## config.mk

```make
export PLATFORM = sky130hd
export DESIGN_NAME = obf_fifo
export DESIGN_NICKNAME = d
export VERILOG_FILES = /design/src/design/obf_fifo.sv
export SDC_FILE = /design/constraint.sdc
export NUM_CORES = 1
export LEC_CHECK = 0
export ABC_AREA = 0
export BUFFER_PORTS_ARGS = -buffer_cell sky130_fd_sc_hd__buf_2
export CAP_MARGIN = 40
export CORE_MARGIN = 2
export CORE_UTILIZATION = 52
export CTS_CLUSTER_SIZE = 14
export DETAILED_ROUTE_END_ITERATION = 10
export PLACE_DENSITY_LB_ADDON = 0.05
export SKIP_CTS_REPAIR_TIMING = 1
export SLEW_MARGIN = 20
export SYNTH_ARGS = -nofsm -noshare
export SYNTH_HDL_FRONTEND = slang
export SYNTH_SLANG_ARGS = --single-unit
```

## constraint.sdc

```tcl
create_clock -name clk -period 5.8 [get_ports clk]
set_clock_uncertainty 0.05 [all_clocks]
set_input_delay 0.58 -clock clk [delete_from_list [all_inputs] [get_ports clk]]
set_output_delay 0.58 -clock clk [all_outputs]
set_load 0.02 [all_outputs]
```

## src/design/obf_fifo.sv

```systemverilog
// obf_fifo: small synchronous queue with head visible while not empty
// depends on nothing; used for the command queue and the vertex queue

module obf_fifo #(
  parameter int WIDTH = 8,
  parameter int DEPTH = 4
) (
  input  logic                       clk,
  input  logic                       rst_n,
  input  logic                       push,
  input  logic [WIDTH-1:0]           wr_data,
  input  logic                       pop,
  output logic [WIDTH-1:0]           rd_data,
  output logic                       full,
  output logic                       empty,
  output logic [$clog2(DEPTH):0]     count
);

  localparam int PTR_W = (DEPTH > 1) ? $clog2(DEPTH) : 1;
  localparam int CNT_W = $clog2(DEPTH) + 1;

  logic [WIDTH-1:0] mem_r [DEPTH];
  logic [PTR_W-1:0] wr_ptr_r, wr_ptr_nxt;
  logic [PTR_W-1:0] rd_ptr_r, rd_ptr_nxt;
  logic [CNT_W-1:0] count_r, count_nxt;
  logic             do_push, do_pop;

  assign do_push = push && !full;
  assign do_pop  = pop && !empty;
  assign full    = (count_r == CNT_W'(DEPTH));
  assign empty   = (count_r == '0);
  assign count   = count_r;
  assign rd_data = mem_r[rd_ptr_r];

  always_comb begin
    wr_ptr_nxt = wr_ptr_r;
    rd_ptr_nxt = rd_ptr_r;
    count_nxt  = count_r;
    if (do_push) begin
      wr_ptr_nxt = (wr_ptr_r == PTR_W'(DEPTH - 1)) ? '0 : wr_ptr_r + 1'b1;
    end
    if (do_pop) begin
      rd_ptr_nxt = (rd_ptr_r == PTR_W'(DEPTH - 1)) ? '0 : rd_ptr_r + 1'b1;
    end
    if (do_push && !do_pop) begin
      count_nxt = count_r + 1'b1;
    end else if (do_pop && !do_push) begin
      count_nxt = count_r - 1'b1;
    end
  end

  always_ff @(posedge clk) begin
    if (!rst_n) begin
      wr_ptr_r <= '0;
      rd_ptr_r <= '0;
      count_r  <= '0;
    end else begin
      wr_ptr_r <= wr_ptr_nxt;
      rd_ptr_r <= rd_ptr_nxt;
      count_r  <= count_nxt;
    end
  end

  always_ff @(posedge clk) begin
    if (do_push) begin
      mem_r[wr_ptr_r] <= wr_data;
    end
  end

endmodule

```

# Word-level counts from Yosys, hierarchy flattened
# Memory sizes are Yosys's and may differ from the RTL's. A register that Yosys moved wholly into a read port is not among the register bits.
# Index checks and enable logic that the tools add are counted.
dict set report word_totals {
  latchBits 0
  mem_count 1
  in_bits 12
  regBits 7
  rom_bits 0
  mem_bits_rw 32
  output_inout_bits 13
  wordCells 29
}
dict set report classes {
  n_reduce_logical 10
  n_mux 8
  n_lt_le_gt_ge 0
  addsub 4
  shift 0
  n_mul 0
  eq_ne 3
  n_div 0
  bitwise 0
}
# memory words word_bits rd rd_clocked_by_memory_dff write_ports line_no
set memory_table {}
lappend memory_table {mem_r 4 8 1 1 1 22} ;# logic [WIDTH-1:0] mem_r [DEPTH];
# op count
set op_table {}
lappend op_table {{$mux W2} 4}
lappend op_table {{$mux W3} 2}
lappend op_table {{$add A2 B1 Y2 const B} 2}
lappend op_table {{$eq A2 B2 Y1 const B} 2}
lappend op_table {{$logic_and A1 B1 Y1} 4}
lappend op_table {{$logic_not A1 Y1} 4}
lappend op_table {{$add A3 B1 Y3 const B} 1}
lappend op_table {{$eq A3 B3 Y1 const B} 1}
lappend op_table {{$logic_not A3 Y1} 1}
lappend op_table {{$sub A3 B1 Y3 const B} 1}
lappend op_table {{$mux W1} 2}
lappend op_table {{$reduce_bool A2 Y1} 1}

# Longest topological paths before layout
dict set report depth {
  depth_word 7
  mapped_depth 9
  depth_no_buf 8
}

# Least setup slack after synthesis
# Ideal clock, no wire load.
dict set report synth_timing {
  kind {flip-flop to flip-flop}
  startpoint {register count_r[0] (netlist: count[0])}
  endpoint {register count_r[2] (netlist: count[2])}
  required_ns 5.674
  path_slack_ns 3.529
  path_buffers 1
  stages_incl_launch_ff 10
  setup_ns 0.076
  arrival_time_ns 2.146
  period_less_slack_ns 2.271
  cell_sequence {dfxtp_1 nor3b_2 nor2b_1 buf_2 ha_1 inv_1 fa_1 xor2_1 or3_1 a21boi_0}
}
dict set report synth_between {
  elab_chain_len 6
  elab_cells_between_ends 15
  classes_between {add/sub (2); eq/ne (1); mux (2); reduce/logical (10)}
}
# element line_no
set synth_rtl {}
lappend synth_rtl {{from (decl)} 25} ;# logic [CNT_W-1:0] count_r, count_nxt;
lappend synth_rtl {{from (signal assigned)} 60} ;# count_r <= count_nxt;
lappend synth_rtl {{$eq A3 B3 Y1 (*)} 30} ;# assign full = (count_r == CNT_W'(DEPTH));
lappend synth_rtl {{via full} 14} ;# output logic full,
lappend synth_rtl {{$logic_not A1 Y1 (*)} 28} ;# assign do_push = push && !full;
lappend synth_rtl {{$logic_and A1 B1 Y1 (*)} 28}
lappend synth_rtl {{via do_push} 26} ;# logic do_push, do_pop;
lappend synth_rtl {{$logic_not A1 Y1} 47} ;# end else if (do_pop && !do_push) begin
lappend synth_rtl {{$logic_and A1 B1 Y1} 47}
lappend synth_rtl {{$reduce_bool A2 Y1 (no line)} --}
# The timed path passes the listed nets; every way through them passes the cells marked *. The select of a mux whose other input is x is not followed.
# A chain may end at the register's enable or synchronous reset.

==> impl_metrics.tcl <==
set metrics [dict create \
    outcome "finished, final reports clean" \
    final_cells 165 \
    p_sw_uw 241 \
    area_growth_pct 13.3 \
    ys_types 23 \
    grt_antenna_before_repair 0 \
    coreArea_mm2 0.00303 \
    p_int_uw 525 \
    cts_buffers 5 \
    design.die.area_mm2 0.00360 \
    maxSlewViolCount 0 \
    post_dp_cell_area_mm2 0.00179 \
    switching_share_pct 31.5 \
    cpMaxStageDelayCell "dfxtp_1" \
    power_frac_comb_pct 28.9 \
    maxCapViolCount 0 \
    syn_area_mm2 0.00163 \
    ir_drop_v 0.000201 \
    io_buffers 24 \
    avgSynthCellArea_um2 17.5 \
    drive_gt1_share_pct 32.2 \
    rsz0062_at_grt "false" \
    cts_root_buf "clkbuf_4" \
    grt_pass1_wl_mm 3.88 \
    fin_setup_tns_ns 0 \
    ctsHtreeMaxLevel 2 \
    nNetsFinal 139 \
    tightestPinTransition_ns 0.562 \
    synth_common_cells "32 x edfxtp_1, 9 x dfxtp_1, 8 x mux4_2" \
    grt_max_degree 13 \
    dp_slack_ns 3.29 \
    clock.fmax_mhz 419 \
    power_uw 766 \
    startpoint_type "flip-flop" \
    dp_hpwl_mm 1.64 \
    postRouteAntennaNets 0 \
    relSlewSlack_pct 62.2 \
    worst_ep_arrival_time_ns 1.75 \
    rows 20 \
    worstPathMaxFanout 8 \
    fp.dieW_um 60.0 \
    ioPinCount 25 \
    clk_pin_slew_ns 0.11 \
    endpoint_kind "output pin" \
    vias_per_cell 4.98 \
    hold_violations 0 \
    cts.sinks 41 \
    dpl.cell_count 157 \
    final_area_mm2 0.00185 \
    insertion_delay_ns 0.34 \
    max_stage_delay_ns 0.68 \
    power.density_mw_per_mm2 415 \
    async_reset_ff_share_pct 0 \
    vias 821 \
    seqPwrFrac_pct 52.4 \
    hold_path.class "in2reg" \
    worstPathRequired_ns 5.17 \
    hold_ws_ns 0.389 \
    dieHeight_um 60.0 \
    routed_wirelength_mm 2.33 \
    finalSetupViolCount 0 \
    gr-usage-all-layers_pct 15.9 \
    first_pass_iters 4 \
    globalplace.congestion 0.684 \
    n_antenna_cell 0 \
    post-route-period-util_pct 41.1 \
    synth_most_common_cell "edfxtp_1" \
    cts_buffer_depth 2 \
    first_global_vias 827 \
    fin_ws_ns 3.42 \
    layout_min_cycle_time_ns 2.38 \
    synthCells 93 \
    synth_top_area_share_pct 58.9 \
    yosysWarningCount 0 \
    synth_nets 112 \
    crit_type "reg2out" \
    synthFlopType "edfxtp_1" \
    yosys-top-cells-area "edfxtp_1 59%, dfxtp_1 11%, mux4_2 11%" \
    synth-edff-count 32 \
    grt_overflow 0 \
    fin_util_pct 61.0 \
    drtIter0Drc 20 \
    fillers 241 \
    path_cells "mux4_2, buf_2" \
    synth-seq-cells 41 \
    p_leak_nw 0.679 \
    pwr-share-clk_pct 18.8 \
    wl_per_cell_um 14.1 \
    yosysSeqAreaShare_pct 70.0 \
    yosysTopAreaCell "edfxtp_1" \
    initial_core_util_pct 53.8 \
    tritoncts "done" \
    drc 0 \
]
==> path summary, 6_finish.rpt <==
path | startpoint | end | slack [ns] | depth (start not counted)
min reg2reg | wr_ptr_r[1] | wr_ptr_r[1] | 0.47 | 2
min | wr_data[1] | mem_r[2][1] | 0.39 | 1
max | flip-flop | rd_data[7] | 3.42 | 2
max reg2reg | count[1] | count[2] | 3.42 | 7
==> worst max-delay path, delay by kind of cell, from the launching register on <==
kind | cells | cell delay [ns]
multiplexers | 1 | 0.56
buffers and inverters | 1 | 0.17
flip-flops | 1 | 0.68
==> state kept, by name, summed over array words and instances, names as in the netlist, named ones only <==
register	cells
count	3
mem_r	32
rd_ptr_r	2
wr_ptr_r	2
==> cells in the final DEF (no fill, tap or decap) <==
| cell | instances |
|---|---|
| nor3_1 | 1 |
| dfxtp_1 | 9 |
| ha_1 | 6 |
| nand3_1 | 2 |
| or3_1 | 1 |
| nor2b_1 | 2 |
| mux2i_1 | 3 |
| nand2_1 | 6 |
| nor3b_2 | 1 |
| clkbuf_8 | 1 |
| xor2_1 | 1 |
| o31ai_1 | 1 |
| o21ai_0 | 3 |
| a21boi_0 | 1 |
| clkbuf_1 | 2 |
| mux4_2 | 8 |
| inv_1 | 3 |
| edfxtp_1 | 32 |
| nor2_1 | 2 |
| buf_2 | 24 |
| fa_1 | 1 |
| and2_1 | 5 |
| clkbuf_4 | 5 |
| xnor2_1 | 1 |
==> per-layer routing <==
metal | global-route usage [%] | share of wire [%]
met4 | 10.5 | 3.2
met2 | 24.4 | 48
met5 | 0 | 0
met3 | 4.55 | 4.6
met1 | 19.7 | 44
==> logic make-up (layout without fill, tap and decap cells) <==
group           after synthesis  after routing  share of synthesized area (%)
flops                        41             41                           70.0
simple gates                 20             20                           6.60
mux                          11             11                           12.9
fa+ha+maj                     7              7                           5.83
buf+inv                       7             35                           1.76
compound gates                5              5                           1.84
xor+xnor                      2              2                           1.07
==> power by group through the flow <==
stage	combinational, mW	sequential (mW)	clock, mW
4_1_cts	0.226	0.404	0.148
5_1_grt	0.246	0.411	0.159
2_1_floorplan	0.174	0.396	0
3_5_place_dp	0.225	0.411	0
6_report	0.221	0.401	0.144
3_3_place_gp	0.223	0.408	0
==> cell type report <==
class	instances	area (µm²)	area share [%]
clock buffers	8	58.8	3.18
inverters	3	11.3	0.610
multi-input cells	45	460	24.9
flip-flops and latches	41	1140	61.8
well taps	44	55.1	2.98
repair buffers	24	120	6.50
No activity file was read; power rests on OpenSTA's default activity.
