===== config.mk =====
export PLATFORM = sky130hd
export DESIGN_NAME = obf_front
export DESIGN_NICKNAME = d
export VERILOG_FILES = /design/src/design/obf_pkg.sv /design/src/design/obf_front.sv
export SDC_FILE = /design/constraint.sdc
export NUM_CORES = 1
export LEC_CHECK = 0
export ABC_CLOCK_PERIOD_IN_PS = 900
export BUFFER_PORTS_ARGS = -buffer_cell sky130_fd_sc_hd__buf_2
export CORE_AREA = 2 2 91 93
export CTS_BUF_LIST = sky130_fd_sc_hd__clkbuf_4
export CTS_CLUSTER_SIZE = 24
export DETAILED_ROUTE_END_ITERATION = 10
export DIE_AREA = 0 0 93 95
export SETUP_SLACK_MARGIN = 0.5
export SKIP_CTS_REPAIR_TIMING = 1
export SLEW_MARGIN = 20
export SYNTH_ARGS = -nofsm -noshare
export SYNTH_HDL_FRONTEND = slang
export SYNTH_SLANG_ARGS = --single-unit
export TNS_END_PERCENT = 30

===== constraint.sdc =====
create_clock -name clk -period 0.9 [get_ports clk]
set_input_delay 0.09 -clock clk [delete_from_list [all_inputs] [get_ports clk]]
set_output_delay 0.09 -clock clk [all_outputs]
set_load 0.005 [all_outputs]

===== src/design/obf_pkg.sv =====
// obf_pkg: shared types, codes and weight tables for the outline bezier flattener
// no dependencies

package obf_pkg;

  localparam int SCALE_W      = 25;
  localparam int SCALE_FRAC   = 24;
  localparam int WEIGHT_SHIFT = 6;
  localparam int VERT_W       = 32;
  localparam int KIND_W       = 3;
  localparam int WGT_W        = 7;

  localparam logic [SCALE_W-1:0] SCALE_RESET = 25'd8192;

  typedef enum logic [KIND_W-1:0] {
    KIND_MOVE   = 3'd0,
    KIND_LINE   = 3'd1,
    KIND_QUAD   = 3'd2,
    KIND_CUBIC  = 3'd3,
    KIND_FINISH = 3'd4
  } kind_t;

  typedef logic [1:0] step_t;
  localparam step_t STEP_END = 2'd3;

  typedef logic [WGT_W-1:0] wgt_t;

  // weights on pen, ctrl1, ctrl2, target; they sum to 64, or to 0 for finish
  typedef struct packed {
    wgt_t w_pen;
    wgt_t w_c1;
    wgt_t w_c2;
    wgt_t w_to;
  } wgt_set_t;

  typedef struct packed {
    logic starts_contour;
    logic outline_done;
    logic last;
  } vtag_t;

  typedef struct packed {
    logic [VERT_W-1:0] vert_x;
    logic [VERT_W-1:0] vert_y;
    vtag_t             tag;
  } vert_t;

  function automatic wgt_set_t step_weights(kind_t kind, step_t step);
    wgt_set_t w;
    w = '{w_pen: 7'd0, w_c1: 7'd0, w_c2: 7'd0, w_to: 7'd0};
    unique case (kind)
      KIND_MOVE, KIND_LINE: begin
        w = '{w_pen: 7'd0, w_c1: 7'd0, w_c2: 7'd0, w_to: 7'd64};
      end
      KIND_QUAD: begin
        unique case (step)
          2'd0: w = '{w_pen: 7'd36, w_c1: 7'd24, w_c2: 7'd0, w_to: 7'd4};
          2'd1: w = '{w_pen: 7'd16, w_c1: 7'd32, w_c2: 7'd0, w_to: 7'd16};
          2'd2: w = '{w_pen: 7'd4,  w_c1: 7'd24, w_c2: 7'd0, w_to: 7'd36};
          default: w = '{w_pen: 7'd0, w_c1: 7'd0, w_c2: 7'd0, w_to: 7'd64};
        endcase
      end
      KIND_CUBIC: begin
        unique case (step)
          2'd0: w = '{w_pen: 7'd27, w_c1: 7'd27, w_c2: 7'd9,  w_to: 7'd1};
          2'd1: w = '{w_pen: 7'd8,  w_c1: 7'd24, w_c2: 7'd24, w_to: 7'd8};
          2'd2: w = '{w_pen: 7'd1,  w_c1: 7'd9,  w_c2: 7'd27, w_to: 7'd27};
          default: w = '{w_pen: 7'd0, w_c1: 7'd0, w_c2: 7'd0, w_to: 7'd64};
        endcase
      end
      default: begin
        w = '{w_pen: 7'd0, w_c1: 7'd0, w_c2: 7'd0, w_to: 7'd0};
      end
    endcase
    return w;
  endfunction

endpackage


===== src/design/obf_front.sv =====
// obf_front: accepts outline commands, drops unused codes, tracks the pen
// depends on obf_pkg; feeds the command queue

module obf_front
  import obf_pkg::*;
#(
  parameter int COORD_BITS = 16
) (
  input  logic                         clk,
  input  logic                         rst_n,
  input  logic                         in_push,
  input  logic [KIND_W-1:0]            in_kind,
  input  logic signed [COORD_BITS-1:0] in_ctrl1_x,
  input  logic signed [COORD_BITS-1:0] in_ctrl1_y,
  input  logic signed [COORD_BITS-1:0] in_ctrl2_x,
  input  logic signed [COORD_BITS-1:0] in_ctrl2_y,
  input  logic signed [COORD_BITS-1:0] in_to_x,
  input  logic signed [COORD_BITS-1:0] in_to_y,
  input  logic                         q_full,
  output logic                         q_push,
  output logic [KIND_W+8*COORD_BITS-1:0] q_data
);

  logic signed [COORD_BITS-1:0] pen_x_r, pen_x_nxt;
  logic signed [COORD_BITS-1:0] pen_y_r, pen_y_nxt;
  logic                         accept;
  logic                         kind_ok;
  kind_t                        kind;

  assign accept = in_push && !q_full;
  assign kind   = kind_t'(in_kind);

  always_comb begin
    kind_ok   = 1'b0;
    pen_x_nxt = pen_x_r;
    pen_y_nxt = pen_y_r;
    unique case (kind)
      KIND_MOVE, KIND_LINE, KIND_QUAD, KIND_CUBIC: begin
        kind_ok   = 1'b1;
        pen_x_nxt = in_to_x;
        pen_y_nxt = in_to_y;
      end
      KIND_FINISH: begin
        kind_ok   = 1'b1;
        pen_x_nxt = '0;
        pen_y_nxt = '0;
      end
      default: begin
        kind_ok = 1'b0;
      end
    endcase
  end

  assign q_push = accept && kind_ok;
  assign q_data = {in_kind, pen_x_r, pen_y_r, in_ctrl1_x, in_ctrl1_y,
                   in_ctrl2_x, in_ctrl2_y, in_to_x, in_to_y};

  always_ff @(posedge clk) begin
    if (!rst_n) begin
      pen_x_r <= '0;
      pen_y_r <= '0;
    end else if (accept && kind_ok) begin
      pen_x_r <= pen_x_nxt;
      pen_y_r <= pen_y_nxt;
    end
  end

endmodule


# --- Word level (Yosys, flattened, before mapping) ---
# Index checks and enable logic that the tools add are counted.
totals:
  register_bits: 32
  input_bits: 103
  out_inout_bits: 132
  word_cells: 17
op_classes:
  n_eq_ne: 4
  mux: 3
  n_reduce_logical: 8
ops:
  columns: ["operator", "n"]
  rows:
  - ["case mux 16 bit (2 select lines)", 2]
  - ["equality test 3 x 2 -> 1 bit (second input constant)", 2]
  - ["OR reduction 5 bit", 1]
  - ["OR reduction 4 bit", 1]
  - ["equality test 3 x 1 -> 1 bit (second input constant)", 1]
  - ["equality test 3 bit (second input constant)", 1]
  - ["logical NOT 3 bit", 1]
  - ["logical AND 1 bit", 2]
  - ["AND reduction 2 bit", 1]
  - ["nonzero test 2 bit", 1]
  - ["logical NOT 1 bit", 1]
  - ["two-way mux 1 bit", 1]

# --- Longest topological paths before layout ---
logic_depth:
  word_depth: 5
  ltp_mapped: 4
  depth_no_buf: 3

# --- Worst setup path after synthesis ---
# OpenSTA, ideal clock, no wires.
synth_timing:
  path_type: "input to register"
  start: "input port rst_n"
  end: "register pen_x_r[10]"
  setup_time_ps: 57
  arrival_ps: 819
  t_required_ps: 843
  path_slack_ps: 24
  path_stages: 4
  path_buffers: 1
  cell_sequence: "inv_1 -> nor4b_4 -> buf_6 -> a22o_2"
synth_lines:
  columns: ["item", "line_no", "source"]
  rows:
  - ["from (decl)", "obf_front.sv:10", "input logic rst_n,"]
  - ["to (signal assigned)", "obf_front.sv:63", "pen_x_r <= pen_x_nxt;"]
  - ["to (decl)", "obf_front.sv:24", "logic signed [COORD_BITS-1:0] pen_x_r, pen_x_nxt;"]

# --- Final worst setup path ---
layout_timing:
  start: "register pen_x_r[13]"
  end: "output port q_data[125]"
layout_lines:
  columns: ["item", "line_no", "source"]
  rows:
  - ["to (decl)", "obf_front.sv:21", "output logic [KIND_W+8*COORD_BITS-1:0] q_data"]
# No word-level cell between the ends.

==> results.txt <==
fin crit share: 97.18%
clk root buf: clkbuf_4
Synth Register Bits: 32
critical path launch point: pen_x_r[13]
Yosys cell types: 11
failing checks: hold timing
Starting DRT DRC Count: 17
critical path's top delay family: flip-flops
DRC Markers: 0
final WL: 4.057 mm
dpl hpwl: 2.917 mm
Max stage delay on crit path: 0.34 ns
pwr dens: 1266 mW/mm2
R2R Setup Slk: 0.14 ns
GRT overflow: 0
RSZ-0062 raised after global routing: true
Final setup violation count: 0
max cap viols: 0
largest net degree at the start of global routing: 18
IO Count: 235
CTS sink count: 32
chip width: 93 um
Leak: 1.091 nW
worst hold path type: input pin to register
ordered cell list for the critical path: buf_2
Total Power: 2.884 mW
Synthesized Nets: 278
Via density: 4.020
CTS tree: built
Slowest-stage cell, CP: dfxtp_2
clock latency at the later pin of the worst-skew pair: 0.32 ns
Slew Viols, Final: 0
Clock Skew: 0 ns
crit-path max FO: 2
worst-margin pin slew: 0.2749 ns
Int Pwr: 2.145 mW
sequential share of power: 52.0%
syn_area_per_cell: 10.40 um2
vias in the first global route: 1043
crit start category: register
area grow syn2layout: 25.24%
Crit. End Element: primary output
Starting Density: 22.95%
WL per Instance: 13.75 um
switching pwr: 739.3 uW
PortBufs: 106
Final Hold Fails: 32
antenna cell count: 0
Via Count: 1186
normalized max-slew margin: 81.60%
part of the Yosys area used for sequential elements: 35.21%
DRT Pass-1 Iters: 4
# rows: 33
# nets final: 293
initial antenna violation count: 0
Gate power share: 20.3%
die height: 95 um
DIE AREA: 0.008835 mm2
CP required: 0.81 ns
GRT Total Usage: 8.115%
clock power share: 27.7%
CP arrival: 0.78 ns
Cells after Synth: 175
Yosys Warn Count: 0
crit path time final: 0.8746 ns
layout cells sized above 1: 98.42%
peak supply drop: 0.0003898 V
worst hold slack: -0.04596 ns
Antenna Nets Post-Route: 0
first-pass GRT wire length: 5.292 mm
CTS buffer count: 5
worst path bufs/invs: 1
fmax: 1143 MHz
Crit Reg-Reg Startpoint: pen_y_r[8]
HP Start: in_to_y[4]
Placer Congestion: 0.6840
switch share: 25.63%
run status: complete, but fails checks
Core Area: 0.007928 mm2
Setup CP Type: register to primary output
CTS HTree Levels: 2
Clock transition at path regs: 0.11 ns
maximum clock insertion buffer count: 2
synthesized area: 0.001819 mm2
-- per-layer routing --
metal / vias up / share of wire, % / track usage, % / wire (um)
li1: 521 / - / - / -
met1: 540 / 33 / 8.209 / 1349
met2: 94 / 47 / 11.71 / 1897
met3: 31 / 13 / 3.671 / 509
met4: 0 / 7.4 / 9.069 / 300
met5: - / 0 / 0 / 0
-- state kept, by name, summed over array words and instances (netlist names) --
name     flops
pen_y_r     16
pen_x_r     16
-- synthesized netlist by cell type --
library cell | n | area (um2)
inv_1 | 2 | 7.510
buf_2 | 3 | 15.01
o21ai_2 | 1 | 8.760
and3_2 | 1 | 7.510
nor4b_4 | 1 | 23.77
buf_6 | 3 | 33.78
a22o_2 | 30 | 300.3
dfxtp_1 | 32 | 640.6
a31oi_4 | 1 | 21.27
buf_4 | 99 | 743.2
a22o_1 | 2 | 17.52
-- placed cells by master, fill, tap and decap left out --
cell type	n
a31oi_4	1
a22o_1	2
and3_4	1
clkinvlp_4	1
inv_1	1
clkinv_2	1
buf_2	47
a22o_4	2
a22o_2	28
inv_8	1
dfxtp_2	32
nor4b_4	1
buf_4	3
buf_8	3
buf_6	58
clkbuf_4	5
o21ai_4	1
buf_12	2
-- cell type report --
class,instances,area (um2)
fillers,820,5649
repair buffers,113,996.0
flip-flops and latches,32,680.7
multi-input cells,36,405.4
well taps,105,131.4
clock buffers,5,37.54
inverters,2,15.01
clock inverters,2,12.51
-- worst paths after layout --
kind	cells past startpoint	end
min	2	pen_y_r[4]
min reg2reg	1	pen_y_r[10]
max	1	q_data[125]
max reg2reg	2	pen_y_r[8]
-- power by group through the flow --
stage / clock network [mW] / registers [mW] / logic (mW)
4_1_cts: 0.868 / 1.49 / 0.406
2_1_floorplan: 0 / 1.52 / 0.469
6_report: 0.800 / 1.50 / 0.585
5_1_grt: 0.928 / 1.51 / 0.624
3_3_place_gp: 0 / 1.52 / 0.401
3_5_place_dp: 0 / 1.52 / 0.405
-- logic make-up (layout without fill, tap and decap cells) --
group / Yosys count / after routing / synth area share [%]
buffers and inverters: 107 / 122 / 43.95
and+or+nand+nor: 2 / 2 / 1.719
DFF: 32 / 32 / 35.21
AOI/OAI and AO/OA: 34 / 34 / 19.12
-- metrics by stage --
stage	TNS, ns	cell area, um2	utilization, %	setup WS, ns	instances
2_1_floorplan	0	1819	-	0.02409	175
3_3_place_gp	-3.530	1744	22.00	-0.1175	285
3_5_place_dp	-3.902	1744	22.00	-0.1314	285
4_1_cts	-0.1809	1794	22.63	-0.02535	292
5_1_grt	-0.4947	2278	28.74	-0.03279	295
6_report	0	2278	28.74	0.02541	295
(Power assumes the default switching activity.)
